--- src/rtl/pbch_pkg.sv ---
// Shared types, codes and constants for the parity basis change histogram.
`timescale 1ns / 1ps

package pbch_pkg;

  // Default sizes
  localparam int TABLE_DEPTH_DEF = 1024;
  localparam int BASIS_MAX_DEF   = 32;
  localparam int STATE_BITS_DEF  = 32;

  // Fixed field widths of the item ports
  localparam int REQ_W      = 2;
  localparam int SLOT_W     = 10;
  localparam int DATA_W     = 32;
  localparam int COUNT_W    = 32;
  localparam int IDX_OUT_W  = 10;
  localparam int USED_OUT_W = 11;
  localparam int STATUS_W   = 2;
  localparam int BC_W       = 6;

  // Request codes
  typedef enum logic [REQ_W-1:0] {
    REQ_LOAD  = 2'd0,
    REQ_ADD   = 2'd1,
    REQ_READ  = 2'd2,
    REQ_CLEAR = 2'd3
  } req_t;

  // Result status codes
  typedef enum logic [STATUS_W-1:0] {
    ST_OK    = 2'd0,
    ST_FULL  = 2'd1,
    ST_RANGE = 2'd2,
    ST_SAT   = 2'd3
  } status_t;

  // Commands from the controller to the datapath
  typedef struct packed {
    logic capture;      // latch the accepted item
    logic load_basis;   // write one basis vector
    logic xform;        // compute the key and restart the search
    logic step;         // advance the linear search by one entry
    logic update;       // add the count into the matched entry
    logic append;       // append a new key, or flag a full table
    logic read_issue;   // start a table read at the requested slot
    logic read_finish;  // build the result of a table read
    logic clear;        // empty the table
    logic emit;         // move the finished result to the output register
  } pbch_cmd_t;

  // Status from the datapath to the controller
  typedef struct packed {
    req_t req;          // request type of the item in work
    logic hit;          // search found the key
    logic miss;         // search covered every used entry without a match
    logic out_free;     // output register can take a result this cycle
  } pbch_sts_t;

endpackage

--- src/rtl/pbch_ctrl.sv ---
// Controller state machine that sequences each item through the datapath.
`timescale 1ns / 1ps

module pbch_ctrl import pbch_pkg::*; (
  input  logic      clk,
  input  logic      rst_n,
  input  logic      in_valid,
  output logic      in_stall,
  input  pbch_sts_t sts,
  output pbch_cmd_t cmd
);

  typedef enum logic [6:0] {
    S_IDLE   = 7'b0000001,
    S_DECODE = 7'b0000010,
    S_SEARCH = 7'b0000100,
    S_UPDATE = 7'b0001000,
    S_RDWAIT = 7'b0010000,
    S_EMIT   = 7'b0100000,
    S_SPARE  = 7'b1000000
  } state_t;

  state_t state_r, state_nxt;

  // Take a new item only when no item is in work
  assign in_stall = (state_r != S_IDLE);

  // Next state and commands
  always_comb begin
    state_nxt = state_r;
    cmd       = '0;
    case (state_r)
      S_IDLE: begin
        if (in_valid) begin
          cmd.capture = 1'b1;
          state_nxt   = S_DECODE;
        end
      end
      S_DECODE: begin
        case (sts.req)
          REQ_LOAD: begin
            cmd.load_basis = 1'b1;
            state_nxt      = S_EMIT;
          end
          REQ_ADD: begin
            cmd.xform = 1'b1;
            state_nxt = S_SEARCH;
          end
          REQ_READ: begin
            cmd.read_issue = 1'b1;
            state_nxt      = S_RDWAIT;
          end
          REQ_CLEAR: begin
            cmd.clear = 1'b1;
            state_nxt = S_EMIT;
          end
          default: begin
            state_nxt = S_IDLE;
          end
        endcase
      end
      S_SEARCH: begin
        cmd.step = 1'b1;
        if (sts.hit) begin
          state_nxt = S_UPDATE;
        end else if (sts.miss) begin
          cmd.append = 1'b1;
          state_nxt  = S_EMIT;
        end
      end
      S_UPDATE: begin
        cmd.update = 1'b1;
        state_nxt  = S_EMIT;
      end
      S_RDWAIT: begin
        cmd.read_finish = 1'b1;
        state_nxt       = S_EMIT;
      end
      S_EMIT: begin
        if (sts.out_free) begin
          cmd.emit  = 1'b1;
          state_nxt = S_IDLE;
        end
      end
      default: begin
        state_nxt = S_IDLE;
      end
    endcase
  end

  // State register
  always_ff @(posedge clk) begin
    if (!rst_n) begin
      state_r <= S_IDLE;
    end else begin
      state_r <= state_nxt;
    end
  end

endmodule

--- config.mk ---
export PLATFORM = sky130hd
export DESIGN_NAME = pbch_ctrl
export DESIGN_NICKNAME = d
export VERILOG_FILES = /design/src/rtl/pbch_pkg.sv /design/src/rtl/pbch_ctrl.sv
export SDC_FILE = /design/constraint.sdc
export NUM_CORES = 1
export LEC_CHECK = 0
export BUFFER_PORTS_ARGS = -buffer_cell sky130_fd_sc_hd__buf_2
export CORE_AREA = 4 4 41 43
export CTS_BUF_LIST = sky130_fd_sc_hd__clkbuf_4 sky130_fd_sc_hd__clkbuf_8 sky130_fd_sc_hd__clkbuf_16
export CTS_CLUSTER_DIAMETER = 200
export DETAILED_ROUTE_END_ITERATION = 16
export DIE_AREA = 0 0 45 47
export HOLD_SLACK_MARGIN = 0.02
export PLACE_DENSITY_LB_ADDON = 0.08
export SLEW_MARGIN = 20
export SYNTH_ARGS = -nofsm -noshare
export SYNTH_HDL_FRONTEND = slang
export SYNTH_SLANG_ARGS = --single-unit
--- constraint.sdc ---
create_clock -name clk -period 2 [get_ports clk]
set_input_delay 0.1 -clock clk [delete_from_list [all_inputs] [get_ports clk]]
set_output_delay 0.1 -clock clk [all_outputs]
set_load 0.05 [all_outputs]
After elaboration in Yosys (flattened, before gate mapping)
Index checks and enable logic that the tools add are counted.
- bits in registers: 7
- input bits: 8
- output and inout port bits: 11
- word-level logic and storage cells: 41
- equal/unequal tests: 13
- multiplexer cells: 23
- reduce and logical (&&, ||, !) cells: 4
- operator list (operator ; count):
    7-bit one-hot mux with 5 select lines ; 1
    7-bit two-way mux ; 4
    7-bit one-hot mux with 3 select lines ; 1
    1-bit two-way mux ; 16
    7-bit by 1-bit == test with 1-bit output, second input constant ; 1
    7-bit by 2-bit == test with 1-bit output, second input constant ; 1
    7-bit by 3-bit == test with 1-bit output, second input constant ; 1
    7-bit by 4-bit == test with 1-bit output, second input constant ; 1
    7-bit by 5-bit == test with 1-bit output, second input constant ; 1
    7-bit by 6-bit == test with 1-bit output, second input constant ; 1
    7-bit by 1-bit inequality test with 1-bit output, second input constant ; 1
    2-bit == test, second input constant ; 2
    2-bit inequality test, second input constant ; 2
    2-bit OR reduction ; 2
    3-bit inequality test, second input constant ; 1
    3-bit AND reduction ; 1
    2-bit by 1-bit == test with 1-bit output, second input constant ; 1
    2-bit zero test ; 1
    2-bit two-way mux ; 1

Longest topological paths before layout
- depth after elaboration: 4
- gate-level depth with buffers: 4
- mapped depth without buffers: 4

Worst setup path before layout
No wires, ideal clock.
- path kind: flip-flop to output port
- start point: register state_r[2]
- end point: output port cmd[0] (netlist name)
- arrival: 2.317 ns
- required time: 1.900 ns
- setup slack: -0.417 ns
- cell stages (with the launch flop): 3
- buffers on the path: 0
- path through: dfxtp_1 or4_1 nor4_1
- RTL lines (what ; RTL line ; RTL):
    start, declared ; pbch_ctrl.sv:23 ; state_t state_r, state_nxt;
    start signal, assigned ; pbch_ctrl.sv:96 ; state_r <= state_nxt;
    end, declared ; pbch_ctrl.sv:10 ; output pbch_cmd_t cmd

==> reports/qor.txt <==
Layout cells sized above 1: 34.18%
Final Max Tran Viols: 0
Die H: 47 um
Max VDD drop: 0.3651 mV
Post-Place Cells: 91
Clk slew on worst S/H paths: 50 ps
Kind of cell adding the most delay to the critical path: simple AND/OR/NAND/NOR gates
Multi-input gate area: 339.1 sq um
Unrepaired setup endpoints after global routing: false
Post-route ant nets: 0
Initial antenna violation count: 0
Routed via count: 490
Hpwl dp: 933.9 um
RR Endpoint: state_r[5]$_SDFFE_PN0P_
Hold EP: state_r[0]$_SDFFE_PN1P_
Worst Path Required: 1900 ps
Clk buf depth: 2
Lkg Pwr: 0.3341 nW
First-pass GRT wire length: 2.076 mm
Crit Path Category: reg2out
Mapped cell area: 464.2 sq um
Distinct cells, synth: 24
# port buffers: 18
Largest Register: state_r
Max Cap Viol: 0
Die Area: 2115 sq um
Total design power: 0.4038 mW
Max FO, Critical Path: 7
ANT cells: 0
Startpoint Class: flip-flop
GRT overflow: 0
Setup Viol. Count Final: 0
Global placer's final weighted congestion: 0.8208
CTS Sinks: 6
Achievable Freq: 0.5202 GHz
Slew @ Worst Pin: 256.2 ps
Largest net degree at the start of global routing: 8
Worst r2r src: state_r[4]$_SDFFE_PN0P_
Post-route insts no fill: 94
Pint: 0.2445 mW
Clock Power Share: 27.1%
Fin. Hold Viols: 0
Seq cells post-synth: 6
Yosys warns: 0
Post-route DRC: 0
Crit path cell chain: or4_1 -> or2_4 -> nor3b_2 -> buf_6
H-tree depth: 1
Fillcell total: 140
Fin crit period: 1922 ps
Average size of a mapped cell: 8.144 sq um
Synthesized instance count: 57
Total wire length: 1.143 mm
Buf+Inv Stages, Crit Path: 1
Core area: 1301 sq um
Hold Path Cell Cnt: 2
Post-synth EDFFs: 0
Io pins: 19
Worst-Skew Late Latency: 240 ps
GRT Util Overall: 13.78%
Hold-fix buffer count after cts: 0
Sequential share of the synthesized area: 25.88%
Power Dens Cells: 640.4 nW/um^2
Hold_sp: rst_n
Post-placement cell area: 593.1 sq um
CTS root buf: clkbuf_4
Worst min-delay path class: in2reg
Post-route cell area: 630.6 sq um
Top_reg_cell synth: dfxtp_1
Outcome: finished, final reports clean
Switching Share: 39.46%
Die Wd: 45 um
Sequential share of power: 36.1%
R2R setup slack: 280 ps
Worst path max stage delay: 560 ps
DR iter-0 viols: 19
Initial Utilization: 35.67%
Slew Limit Headroom: 82.79%
Num CTS Buffers: 3
CP Data Arrival Time: 1820 ps
Critical path's slowest cell: or4_1
Seq. cell area: 120.1 sq um
DR pass1 iterations: 4
Clk_skew: 5.377 ps
CP Capture Type: output pin
Number of global-route vias before repair: 497
R2R depth: 3
Number of vias per cell: 5.213
Comb pwr share: 36.8%
Final Net Count: 95
Post-synth net total: 71
CTS tree: yes
Area Growth Syn to Fin: 35.85%
Max FFs per register: 6
Placement Rows: 13
Final worst-path cycle share: 96.12%
Regs by FF count: state_r x6
Psw: 0.1593 mW
Post-CTS setup buffer count: 0
Post-synthesis async set-or-reset flop share: 0%
Post-DR wirelength/cell: 12.16 um
[metal layers]
layer  up-vias  global-route usage, %  part of all wire (%)
met3         2                  3.448                   6.1
met1       224                  17.39                    45
met5         -                      0                     0
li1        250                      -                     -
met2        14                  21.75                    48
met4         0                  7.018                   1.2
[through the flow]
stage | hold WS (ps) | utilization [%] | TNS (ps) | worst slack (ps)
floorplan | 202.2 | - | -544.5 | -417.1
global placement | 378.8 | 45.58 | 0 | 260.1
detailed placement | 356.0 | 45.58 | 0 | 243.2
CTS | 104.3 | 47.50 | 0 | 40.81
global route | 115.6 | 48.46 | 0 | 7.452
finish | 115.2 | 48.46 | 0 | 77.64
[layout make-up]
type	instances	area share, %
clock buffers	3	3.571
inverters	7	4.167
multi-input cells	44	53.77
flip-flops and latches	6	19.05
well taps	15	2.976
repair buffers	19	16.47
[cells in the final DEF, fill, tap and decap left out]
cell,instances
a21oi_1,2
clkbuf_4,3
or2_4,1
nor3b_1,1
o221ai_1,1
nor4_2,1
a31oi_1,1
nor3b_2,1
and3_1,2
nor2_4,1
buf_4,1
or4_1,3
inv_1,7
a41o_1,1
buf_6,1
nand2_1,2
dfxtp_1,6
nand4_1,1
buf_2,17
xor2_1,1
and2_1,4
nand2b_1,1
nand4b_1,1
nor4_1,1
nand3_1,2
ha_1,6
nand3b_1,2
and3b_1,1
nor3_1,4
or4_4,1
nor2_1,2
[what timing repair did]
action / 4_1_cts / 5_1_grt
resized for setup: 1 / 3
endpoints found under the setup margin: 1 / 5
pin swaps: 0 / 0
[synth_stat cells (all sizes together), types with 3 or more instances]
cell	n	share of area, %
or4	4	7.3
and2	4	5.4
dfxtp	6	26
nor3	4	4.3
nor2	3	2.4
ha	6	16
inv	7	5.7
[kinds of logic (layout without fill, tap and decap cells)]
logic type | Yosys count | after routing | synth area share, %
flops | 6 | 6 | 25.88
buf+inv | 7 | 29 | 5.661
fa+ha+maj | 6 | 6 | 16.17
compound gates | 5 | 5 | 7.549
simple gates | 32 | 32 | 42.86
xor+xnor | 1 | 1 | 1.887
[worst register-to-register path, delay by kind of cell, from the launching register on]
kind	cells	cell delay [ps]
AND/OR/NAND/NOR	2	1010
AO/OA/AOI/OAI	1	240
flip-flops	1	370
[power by group through the flow]
stage                     Sequential, mW  Combinational (mW)  Clock, mW
after detailed placement           0.148               0.149          0
final                              0.146               0.149      0.109
after CTS                          0.145               0.149      0.113
after floorplan                    0.142               0.113          0
after global routing               0.149               0.165      0.121
after global placement             0.148               0.149          0
[worst max-delay path by stage]
stage | depth (start not counted) | endpoint | slack, ps | start
after floorplan | 2 | cmd[0] | -420 | state_r[2]$_SDFFE_PN0P_
after global placement | 4 | cmd[4] | 260 | state_r[4]$_SDFFE_PN0P_
after detailed placement | 4 | cmd[4] | 240 | state_r[4]$_SDFFE_PN0P_
after CTS | 4 | cmd[4] | 40 | state_r[4]$_SDFFE_PN0P_
after global routing | 4 | cmd[4] | 7 | state_r[4]$_SDFFE_PN0P_
final | 4 | cmd[4] | 80 | state_r[4]$_SDFFE_PN0P_
Power figures use the tool's default switching activity.
